===== src/hw/rtl/positional_insert_delete_array_unit_macros.svh =====
// Assertion helpers shared by the list unit modules
`ifndef POSITIONAL_INSERT_DELETE_ARRAY_UNIT_MACROS_SVH
`define POSITIONAL_INSERT_DELETE_ARRAY_UNIT_MACROS_SVH

// Same-cycle implication, disabled while reset is held
`define PIDA_ASSERT_IMPL(label, clk, rst_n, ante, cons) \
  label: assert property (@(posedge clk) disable iff (!rst_n) (ante) |-> (cons)) \
    else $error("list unit assertion failed");

// Next-cycle implication, disabled while reset is held
`define PIDA_ASSERT_NEXT(label, clk, rst_n, ante, cons) \
  label: assert property (@(posedge clk) disable iff (!rst_n) (ante) |=> (cons)) \
    else $error("list unit assertion failed");

`endif


===== src/hw/rtl/pida_pkg.sv =====
`default_nettype none

package pida_pkg;

  // Default sizing
  localparam int DEPTH_DEF      = 128;
  localparam int DATA_WIDTH_DEF = 32;

  // Field widths
  localparam int MODE_W     = 2;
  localparam int POS_W      = 8;
  localparam int VAL_W      = 32;
  localparam int ST_W       = 2;
  localparam int CNT_W      = 8;
  localparam int IN_DATA_W  = 40;
  localparam int OUT_DATA_W = 40;

  // Request modes
  localparam logic [MODE_W-1:0] MODE_CLEAR  = 2'd0;
  localparam logic [MODE_W-1:0] MODE_INSERT = 2'd1;
  localparam logic [MODE_W-1:0] MODE_DELETE = 2'd2;
  localparam logic [MODE_W-1:0] MODE_READ   = 2'd3;

  // Result status codes
  localparam logic [ST_W-1:0] ST_OK      = 2'd0;
  localparam logic [ST_W-1:0] ST_INVALID = 2'd1;
  localparam logic [ST_W-1:0] ST_FULL    = 2'd2;

  // Controller to datapath commands
  typedef struct packed {
    logic req_load;
    logic st_load;
    logic rd_src;
    logic rd_pos;
    logic wr_shift;
    logic wr_word;
    logic cur_inc;
    logic cur_dec;
    logic cnt_clear;
    logic cnt_inc;
    logic cnt_dec;
    logic out_load;
  } pida_cmd_t;

  // Datapath to controller status
  typedef struct packed {
    logic [MODE_W-1:0] mode;
    logic [ST_W-1:0]   check;
    logic              ins_more;
    logic              del_more;
  } pida_stat_t;

endpackage

`default_nettype wire


===== src/hw/rtl/pida_ctrl.sv =====
`default_nettype none
`include "positional_insert_delete_array_unit_macros.svh"

module pida_ctrl (
  input  wire                  clk,
  input  wire                  rst_n,
  input  wire                  in_tvalid,
  output logic                 in_tready,
  output logic                 out_tvalid,
  input  wire                  out_tready,
  input  wire pida_pkg::pida_stat_t stat,
  output pida_pkg::pida_cmd_t  cmd
);

  localparam logic [2:0] S_IDLE  = 3'd0;
  localparam logic [2:0] S_CHECK = 3'd1;
  localparam logic [2:0] S_WR    = 3'd2;
  localparam logic [2:0] S_RDW   = 3'd3;
  localparam logic [2:0] S_DONE  = 3'd4;

  logic [2:0] state_r, state_nxt;
  logic       out_valid_r, out_valid_nxt;

  assign in_tready  = (state_r == S_IDLE);
  assign out_tvalid = out_valid_r;

  // Sequence one request through check, shift and result
  always_comb begin
    state_nxt = state_r;
    cmd       = '0;
    case (state_r)
      S_IDLE: begin
        if (in_tvalid) begin
          cmd.req_load = 1'b1;
          state_nxt    = S_CHECK;
        end
      end
      S_CHECK: begin
        cmd.st_load = 1'b1;
        if (stat.mode == pida_pkg::MODE_CLEAR) begin
          cmd.cnt_clear = 1'b1;
          state_nxt     = S_DONE;
        end else if (stat.check != pida_pkg::ST_OK) begin
          state_nxt = S_DONE;
        end else begin
          case (stat.mode)
            pida_pkg::MODE_INSERT: begin
              if (stat.ins_more) begin
                cmd.rd_src = 1'b1;
                state_nxt  = S_WR;
              end else begin
                cmd.wr_word = 1'b1;
                cmd.cnt_inc = 1'b1;
                state_nxt   = S_DONE;
              end
            end
            pida_pkg::MODE_DELETE: begin
              if (stat.del_more) begin
                cmd.rd_src = 1'b1;
                state_nxt  = S_WR;
              end else begin
                cmd.cnt_dec = 1'b1;
                state_nxt   = S_DONE;
              end
            end
            default: begin
              cmd.rd_pos = 1'b1;
              state_nxt  = S_RDW;
            end
          endcase
        end
      end
      S_WR: begin
        cmd.wr_shift = 1'b1;
        if (stat.mode == pida_pkg::MODE_INSERT) begin
          cmd.cur_dec = 1'b1;
        end else begin
          cmd.cur_inc = 1'b1;
        end
        state_nxt = S_CHECK;
      end
      S_RDW: begin
        state_nxt = S_DONE;
      end
      S_DONE: begin
        if (!out_valid_r || out_tready) begin
          cmd.out_load = 1'b1;
          state_nxt    = S_IDLE;
        end
      end
      default: state_nxt = S_IDLE;
    endcase
  end

  // Track the pending result
  always_comb begin
    out_valid_nxt = out_valid_r;
    if (cmd.out_load) begin
      out_valid_nxt = 1'b1;
    end else if (out_tready) begin
      out_valid_nxt = 1'b0;
    end
  end

  always_ff @(posedge clk) begin
    if (!rst_n) begin
      state_r     <= S_IDLE;
      out_valid_r <= 1'b0;
    end else begin
      state_r     <= state_nxt;
      out_valid_r <= out_valid_nxt;
    end
  end

  `PIDA_ASSERT_NEXT(a_one_at_a_time, clk, rst_n, in_tvalid && in_tready, !in_tready)
  `PIDA_ASSERT_IMPL(a_wr_after_check, clk, rst_n, state_r == S_WR, $past(state_r) == S_CHECK)
  `PIDA_ASSERT_NEXT(a_done_holds, clk, rst_n,
    (state_r == S_DONE) && out_valid_r && !out_tready, state_r == S_DONE)

endmodule

`default_nettype wire


===== config.mk =====
export PLATFORM = sky130hd
export DESIGN_NAME = pida_ctrl
export DESIGN_NICKNAME = d
export VERILOG_FILES = /design/src/hw/rtl/pida_pkg.sv /design/src/hw/rtl/pida_ctrl.sv
export VERILOG_INCLUDE_DIRS = /design/src /design/src/hw/rtl
export SDC_FILE = /design/constraint.sdc
export NUM_CORES = 1
export LEC_CHECK = 0
export BUFFER_PORTS_ARGS = -buffer_cell sky130_fd_sc_hd__buf_2
export CORE_AREA = 2 2 39 41
export CTS_BUF_LIST = sky130_fd_sc_hd__clkbuf_4
export CTS_CLUSTER_DIAMETER = 100
export DETAILED_ROUTE_END_ITERATION = 10
export DIE_AREA = 0 0 41 43
export HOLD_SLACK_MARGIN = 0.03
export MAX_ROUTING_LAYER = met4
export PLACE_DENSITY = 0.54
export SYNTH_ARGS = -nofsm -noshare
export SYNTH_HDL_FRONTEND = slang
export SYNTH_SLANG_ARGS = --single-unit

===== constraint.sdc =====
create_clock -name clk -period 2.66 [get_ports clk]
set_input_delay 0.266 -clock clk [delete_from_list [all_inputs] [get_ports clk]]
set_output_delay 0.266 -clock clk [all_outputs]
set_load 0.02 [all_outputs]

==> impl_metrics.csv, run 1 <==
group,metric,value,unit
power,p_leak,0.2726,nW
detailed_routing,postRouteAntennaNets,0,
finish,fin_nets,80,
global_route,grt_antenna_before_repair,0,
die,coreArea,1384,um^2
yosys,synth.distinct_cells,21,
detailed_routing,finalWirelength,837,um
power,switchingPower,0.06488,mW
sta,period_share,69.95,%
critical_path,startpoint,"state_r[0]$_SDFFE_PN0P_",
global_route,first_global_vias,319,
critical_path,cp_max_fo,7,
critical_path,cp-end-kind,"output port",
critical_path,cp.arrival,1.59,ns
outcome,outcome,"completed",
critical_path,cp.required,2.39,ns
power,switching_share,31.22,%
power,internal_power,0.1429,mW
yosys,syn_area_per_cell,8.789,um^2
detailed_routing,drc_errors,0,
finish,syn_to_final_growth,39.58,%
die,start_util,26.04,%
yosys,synth_edf_count,0,
global_route,grt_pass1_wl,1317,um
finish,diodes,0,
sta,finalSetupTns,0,ns
placement,dp_cells,78,
die,die_x,41,um
sta,worstMarginPinSlew,0.4272,ns
yosys,synthMuxAreaShare,0,%
detailed_routing,wl_per_cell,10.33,um
detailed_routing,firstDrtPassIters,2,
die,die_h,43,um
global_route,grt_max_degree,8,
detailed_routing,drt_iter0_drc,4,
power,p_per_area,413.2,nW/um^2
placement,dp_hpwl,687.8,um
finish,final_util,36.35,%
clocking,clk_pin_slew,0.04,ns
placement,routabilityCongestion,0.6749,
detailed_routing,viasPerCell,4.494,
clocking,hold_buffers,0,
clocking,cts_tree,"done",
sta,rsz0062_at_grt,"no",
die,num_rows,14,
yosys,synth-adder-area-share,10.42,%
yosys,synthFlopType,"dfxtp_1",
sta,max_slew_margin,71.46,%
sta,slew_violations,0,
finish,instances_no_fill,81,
clocking,cts.path.max_buffers,2,
yosys,synth_warnings,0,
die,top_level_ports,24,
power,power.share.sequential,33.7,%
detailed_routing,vias,364,
sta,fin_skew,0.004446,ns
power,ir_drop,95.30,uV
clocking,cts.htree.levels,1,
clocking,cts.sinks,4,
yosys,synthCells,41,
global_route,grt_use_total,10.88,%
sta,setup_viol,0,
yosys,synth_xor_xnor_area_share,0,%
clocking,cts_buffers,3,
yosys,syn_area,360.3,um^2
yosys,yosys_register_bits,4,
sta,period_needed,1.861,ns
power,power.share.clock,36.5,%
sta,final_hold_viol_count,0,
min_path,hold_class,"primary input to flop",
clocking,cts.repair.resized,0,
yosys,synth-compound-area-share,12.50,%
die,die_area,1763,um^2
min_path,worstHoldStart,"rst_n",
finish,drive_gt1_share,50.77,%
yosys,synthSimpleGateAreaFrac,48.61,%
sta,max_freq,537.4,MHz
clocking,postCtsSetupBuffers,0,
power,combinationalPowerShare,29.8,%
yosys,synth_fp_nets,54,
critical_path,timing.rr.start,"state_r[1]$_SDFFE_PN0P_",
critical_path,startpoint_type,"flop",
critical_path,path_class,"flop to output port",
yosys,synth_top_family_by_area,"simple AND/OR/NAND/NOR gates",
run,maxCapViolCount,0,
placement,port_buffers,23,
global_route,grt_overflow,0,
clocking,worstSkewPairLatency,0.23,ns
yosys,synth-seq-area-share,22.22,%
clocking,clockRootBuffer,"clkbuf_4",
yosys,async_reset_ff_share,0,%
power groups by stage:
stage	sequential, mW	clock, mW	combinational, mW
after detailed placement	0.0707	0	0.0627
after global placement	0.0706	0	0.0620
after CTS	0.0698	0.0815	0.0627
after global routing	0.0705	0.0824	0.0678
after floorplan	0.0703	0	0.0419
final	0.0700	0.0758	0.0620
cell usage after synthesis (all sizes together) (2+ instances only):
cell / number / share of area [%]
nor3: 3 / 4.2
ha: 3 / 10
and3: 2 / 4.2
inv: 2 / 2.1
and2: 4 / 7.3
dfxtp: 4 / 22
nor2b: 5 / 8.7
buf: 2 / 4.2
nand2: 2 / 2.1
nor3b: 4 / 8.3
final timing paths:
check / end / slack, ns / depth (start not counted)
min reg2reg: state_r[0]$_SDFFE_PN0P_ / 0.58 / 1
max reg2reg: state_r[0]$_SDFFE_PN0P_ / 1.35 / 3
min: out_tvalid$_SDFFE_PN0P_ / 0.31 / 2
max: cmd[9] / 0.80 / 4
state kept, by name (all words and copies together) (netlist names):
register	flops
out_tvalid	1
state_r	3
logic make-up (layout without fill, tap and decap cells):
family / after synthesis / in the layout
and+or+nand+nor: 24 / 24
AOI/OAI and AO/OA: 6 / 6
DFF: 4 / 4
buffers and inverters: 4 / 28
adders and majority gates: 3 / 3
worst max-delay path, stage by stage (launching register included):
cell     delay (ns)
dfxtp_1        0.44
nor3b_1        0.42
nand2_1        0.13
nor3b_1        0.18
buf_2          0.19
cell type report:
cell class	instances	area, um^2
Clock buffer	3	22.52
Fill cell	153	880.8
Inverter	2	7.507
Multi-Input combinational cell	33	257.7
Sequential cell	4	80.08
Tap cell	16	20.02
Timing Repair Buffer	23	115.1
stage by stage:
stage / power, mW / hold slack (ns) / worst slack [ns] / cell area, um^2
2_1_floorplan: 0.1122 / 0.3838 / 0.5908 / 360.3
3_3_place_gp: 0.1326 / 0.5221 / 1.077 / 480.5
3_5_place_dp: 0.1334 / 0.5328 / 1.074 / 480.5
4_1_cts: 0.2140 / 0.2909 / 0.7975 / 503.0
5_1_grt: 0.2206 / 0.3198 / 0.6791 / 503.0
6_report: 0.2078 / 0.3061 / 0.7992 / 503.0
cells in the final DEF, fill, tap and decap left out, types with 2 or more instances in the layout:
cell type and count:
nand2_1 2, nor2b_1 5, dfxtp_1 4, clkbuf_4 3, buf_2 23, and3_2 2, nor3_1 3, nor3b_1 4
ha_1 3, and2_1 3, inv_1 2
layer usage:
layer / up-vias / share of wire (%) / global-route usage, %
li1: 197 / - / -
met5: - / 0 / -
met3: 0 / 7.3 / 0
met1: 151 / 46 / 13.10
met4: 0 / 0 / 6.000
met2: 16 / 46 / 17.50
Power figures use the tool's default switching activity.
==> inputs of run 2 (changes only) <==
Settings changed: ABC_AREA set to 1, PLACE_DENSITY 0.54 to 0.56.
Clock period 2.66 ns to 1.84 ns, I/O delays scaled along.
==> impl_metrics.csv, run 2 <==
group,metric,value,unit
outcome,outcome,"completed",
critical_path,startpoint_type,"flop",
power,p_per_area,602.1,nW/um^2
yosys,post-synth-top-count-cell,"nor2_1",
detailed_routing,firstDrtPassIters,1,
die,die_h,43,um
clocking,cts_tree,"done",
die,top_level_ports,24,
global_route,grt_overflow,0,
finish,fillers,157,
detailed_routing,postRouteAntennaNets,0,
min_path,min_to,"state_r[0]$_SDFFE_PN0P_",
yosys,synthCells,65,
clocking,clk_pin_slew,0.04,ns
sta,final_hold_viol_count,0,
clocking,worstSkewPairLatency,0.23,ns
finish,final_cell_mix,"buf_2 (23), nor2_1 (15), nand2_1 (13), inv_1 (10), dfxtp_1 (4)",
global_route,grt_use_total,12.94,%
clocking,cts.htree.levels,1,
clocking,cts.sinks,4,
detailed_routing,wl_per_cell,8.562,um
min_path,hold_class,"primary input to flop",
finish,syn_to_final_growth,37.38,%
die,num_rows,14,
yosys,syn_area_per_cell,5.871,um^2
finish,largest_register_ffs,3,
yosys,synthFlopType,"dfxtp_1",
sta,setup_viol,0,
finish,seq_area,80.08,um^2
finish,fin_nets,104,
global_route,grt_max_degree,6,
critical_path,cp-end-kind,"output port",
placement,port_buffers,23,
finish,multi_input_area,237.7,um^2
yosys,synth-seq-area-share,20.98,%
detailed_routing,drt_iter0_drc,0,
critical_path,reg2reg_slack,0.85,ns
finish,diodes,0,
critical_path,cp.arrival,1.22,ns
run,maxCapViolCount,0,
finish,instances_no_fill,105,
detailed_routing,vias,442,
sta,period_share,76.12,%
placement,routabilityCongestion,0.6557,
global_route,first_global_vias,384,
die,coreArea,1384,um^2
finish,largest-register,"state_r",
placement,dp_cells,102,
finish,final_util,37.88,%
die,start_util,27.58,%
yosys,synth_top_cells_by_count,"nor2_1 (15), nand2_1 (13), inv_1 (10)",
die,die_area,1763,um^2
die,die_x,41,um
power,ir_drop,195.7,uV
yosys,yosys_register_bits,4,
yosys,synth_area_leaders,"dfxtp_1 (21%), nor2_1 (15%), nand2_1 (13%), ha_1 (9.8%), inv_1 (9.8%)",
clocking,cts.path.max_buffers,2,
critical_path,reg2reg_to,"state_r[0]$_SDFFE_PN0P_",
critical_path,timing.rr.start,"state_r[1]$_SDFFE_PN0P_",
sta,finalSetupTns,0,ns
min_path,min_path_cells,3,
sta,worstMarginPinSlew,0.2051,ns
clocking,cts.repair.resized,0,
yosys,synth.distinct_cells,16,
global_route,grt_pass1_wl,1455,um
power,p_leak,0.3214,nW
yosys,yosys.area.top_type,"dfxtp_1",
yosys,synth_edf_count,0,
critical_path,cp.required,1.66,ns
finish,final_common_cell,"buf_2",
sta,max_freq,714.0,MHz
global_route,grt_antenna_before_repair,0,
sta,slew_violations,0,
sta,fin_skew,0.001224,ns
detailed_routing,finalWirelength,899,um
sta,period_needed,1.401,ns
sta,max_slew_margin,86.31,%
clocking,clockRootBuffer,"clkbuf_4",
critical_path,r2r_cells,5,
sta,whs,0.2154,ns
yosys,synth_fp_nets,78,
yosys,synth_warnings,0,
placement,dp_hpwl,777.3,um
yosys,netlist.area_leader.share,20.98,%
min_path,worstHoldStart,"rst_n",
sta,rsz0062_at_grt,"no",
yosys,syn_area,381.6,um^2
clocking,cts_buffers,3,
yosys,async_reset_ff_share,0,%
clocking,postCtsSetupBuffers,0,
clocking,hold_buffers,0,
critical_path,cp_max_fo,5,
critical_path,path_class,"flop to output port",
finish,drive_gt1_share,38.20,%
detailed_routing,viasPerCell,4.210,
detailed_routing,drc_errors,0,
[run 2: layout make-up]
class | count | area share, %
Clock buffer | 3 | 4.296
Inverter | 13 | 9.308
Multi-Input combinational cell | 46 | 45.35
Sequential cell | 4 | 15.27
Tap cell | 16 | 3.819
Timing Repair Buffer | 23 | 21.96
[run 2: worst max-delay path: stages, from the launching register on]
cell and delay (ns):
dfxtp_1 0.35, nor2_1 0.10, and2_1 0.13, nand2_1 0.11
nor2_1 0.12, buf_2 0.18
[run 2: stage by stage]
stage               power (mW)  instance area (um^2)  worst slack, ns
finish                  0.3157                 524.3           0.4395
global placement        0.2094                 501.7           0.5106
detailed placement      0.2097                 501.7           0.4825
global route            0.3432                 524.3           0.2797
CTS                     0.3234                 524.3           0.4144
floorplan               0.1771                 381.6           0.4133
[run 2: kinds of logic (layout without fill, tap and decap cells)]
| kind of cell | count (synthesis) | after routing | synth area share [%] |
|---|---|---|---|
| adder cells (fa/ha/maj) | 3 | 3 | 9.837 |
| AND/OR/NAND/NOR | 42 | 42 | 51.15 |
| buffers and inverters | 15 | 39 | 16.72 |
| AO/OA/AOI/OAI | 1 | 1 | 1.310 |
| flip-flops | 4 | 4 | 20.98 |
[run 2: report_power, final]
group	switching [mW]	internal, mW	total, mW
Clock	0.0355	0.0729	0.108
Combinational	0.0699	0.0390	0.109
Sequential	0.00548	0.0929	0.0984
[run 2: layer usage]
| layer | track usage [%] | wire length (um) | part of all wire [%] |
|---|---|---|---|
| met1 | 13.42 | 377 | 42 |
| met2 | 19.69 | 449 | 50 |
| met3 | 3.141 | 49 | 5.5 |
| met4 | 10.00 | 23 | 2.6 |
| met5 | - | 0 | 0 |
[run 2: how the worst max path moves through the flow]
stage                             from  endpoint  slack [ns]  cells after the start
2_1_floorplan                  stat[4]    cmd[6]        0.41                      7
3_3_place_gp                   stat[4]    cmd[6]        0.51                      8
3_5_place_dp                   stat[4]    cmd[2]        0.48                      8
4_1_cts        state_r[1]$_SDFFE_PN0P_    cmd[2]        0.41                      5
5_1_grt        state_r[1]$_SDFFE_PN0P_    cmd[2]        0.28                      5
6_report       state_r[1]$_SDFFE_PN0P_    cmd[2]        0.44                      5
==> inputs of run 3 (changes only) <==
Settings changed: ABC_AREA 1 to 0, PLACE_DENSITY 0.56 to 0.54.
Clock period 1.84 ns to 1.35 ns, I/O delays scaled along.
==> impl_metrics.csv, run 3 (synthesis gave the netlist of run 1 again) <==
group,metric,value,unit
finish,drive_gt1_share,74.32,%
detailed_routing,vias,422,
detailed_routing,postRouteAntennaNets,0,
power,switching_share,31.18,%
min_path,hold_class,"primary input to flop",
detailed_routing,viasPerCell,4.689,
finish,fillers,134,
die,num_rows,14,
power,ir_drop,318.6,uV
sta,fin_skew,0.001412,ns
clocking,cts.path.max_buffers,2,
clocking,cts.htree.levels,1,
placement,port_buffers,23,
detailed_routing,drc_errors,0,
critical_path,path_cells,"nor3b_4 > buf_4 > and3_4 > buf_6",
critical_path,cp.arrival,1.23,ns
die,coreArea,1384,um^2
finish,instances_no_fill,90,
critical_path,cp_max_fo,5,
critical_path,slowest_delay,0.36,ns
critical_path,cp-end-kind,"output port",
clocking,cts.sinks,4,
die,die_area,1763,um^2
critical_path,path_delay_family,"simple AND/OR/NAND/NOR gates",
critical_path,timing.critical_path.buf_inv,2,
power,combinationalPowerShare,41.5,%
sta,rsz0062_at_grt,"yes",
placement,dp_hpwl,716,um
critical_path,cp_slowest_cell,"dfxtp_4",
global_route,grt_max_degree,6,
die,start_util,26.04,%
sta,setup_viol,4,
finish,fin_nets,89,
finish,multi_input_area,336.6,um^2
outcome,outcome,"finished, violations left",
placement,place_ws,-0.003885,ns
clocking,cts_tree,"done",
placement,routabilityCongestion,0.6998,
global_route,grt_pass1_wl,1580,um
global_route,first_global_vias,388,
global_route,grt_use_total,13.46,%
sta,max_slew_margin,77.97,%
power,p_leak,0.3443,nW
clocking,worstSkewPairLatency,0.23,ns
detailed_routing,wl_per_cell,11.54,um
clocking,clk_pin_slew,0.04,ns
finish,final_cell_mix,"buf_2 (13), buf_4 (10), buf_6 (9)",
global_route,grt_overflow,0,
power,internal_power,0.3320,mW
detailed_routing,firstDrtPassIters,3,
finish,syn_to_final_growth,99.65,%
finish,diodes,0,
finish,largest-register,"state_r",
power,p_per_area,670.5,nW/um^2
clocking,cts_buffers,3,
die,top_level_ports,24,
run,maxCapViolCount,0,
detailed_routing,drt_iter0_drc,1,
critical_path,reg2reg_slack,0.04,ns
finish,final_common_cell,"buf_2",
clocking,clockRootBuffer,"clkbuf_4",
sta,period_share,101.1,%
finish,final_util,51.99,%
power,power.share.clock,30.8,%
sta,worstMarginPinSlew,0.3279,ns
finish,largest_register_ffs,3,
sta,slew_violations,0,
die,die_h,43,um
power,power.total,0.4824,mW
sta,setup_slack,-0.01452,ns
critical_path,startpoint_type,"flop",
finish,seq_area,91.34,um^2
sta,whs,0.1543,ns
power,power.share.sequential,27.7,%
finish,final_area,719.4,um^2
critical_path,cp.required,1.22,ns
power,switchingPower,0.1504,mW
sta,finalSetupTns,-0.03253,ns
outcome,violations,"setup timing",
placement,placed_cell_area,524.3,um^2
detailed_routing,finalWirelength,1039,um
critical_path,path_class,"flop to output port",
sta,max_freq,732.9,MHz
global_route,grt_antenna_before_repair,0,
sta,period_needed,1.365,ns
sta,final_hold_viol_count,0,
placement,dp_cells,80,
die,die_x,41,um
[run 3: changes by cell type in the layout (fill, tap and decap cells not counted), sizes merged, moves of 3 or more]
cell,previous run,this run
inv,13,2
nor2b,0,5
nor3b,0,4
and2,1,4
nand2,14,2
nor2,19,1
buf,23,32
nand3,3,0
[run 3: worst paths after layout]
| path | to | cells past startpoint | from |
|---|---|---|---|
| setup / recovery | cmd[2] | 4 | state_r[0]$_SDFFE_PN0P_ |
| hold / removal | out_tvalid$_SDFFE_PN0P_ | 2 | rst_n |
| setup reg to reg | state_r[0]$_SDFFE_PN0P_ | 3 | state_r[1]$_SDFFE_PN0P_ |
| hold reg to reg | state_r[0]$_SDFFE_PN0P_ | 2 | state_r[2]$_SDFFE_PN0P_ |
[run 3: area by class of cell]
cell class              count  share of cell area (%)
clock buffers               3                   3.130
inverters                   2                   1.043
multi-input cells          33                   46.78
flip-flops and latches      4                   12.70
well taps                  16                   2.783
repair buffers             32                   33.57
[run 3: worst reg2reg max path, cell delays in order (launching register included)]
cell      delay (ns)
dfxtp_4         0.35
or4_4           0.50
o21ai_2         0.16
nor4bb_4        0.20
[run 3: repair_timing]
action                                  in CTS  in global routing
buffers inserted                             6                  1
resized for setup                           19                 16
pin swaps                                    1                  5
hold buffers                                 0                  0
endpoints found under the hold margin        0                  0
endpoints found under the setup margin      10                 11
gates cloned                                 0                  0
[run 3: routing by layer]
metal | GRT usage, % | share of wire [%]
met5 | - | 0
met4 | 2.000 | 0
met3 | 6.283 | 7.4
met2 | 21.25 | 55
met1 | 15.38 | 37
[run 3: power by group through the flow]
stage	registers (mW)	clock network, mW	logic, mW
global placement	0.139	0	0.134
floorplan	0.142	0	0.0884
finish	0.134	0.149	0.200
CTS	0.136	0.155	0.174
global route	0.135	0.166	0.216
detailed placement	0.140	0	0.135
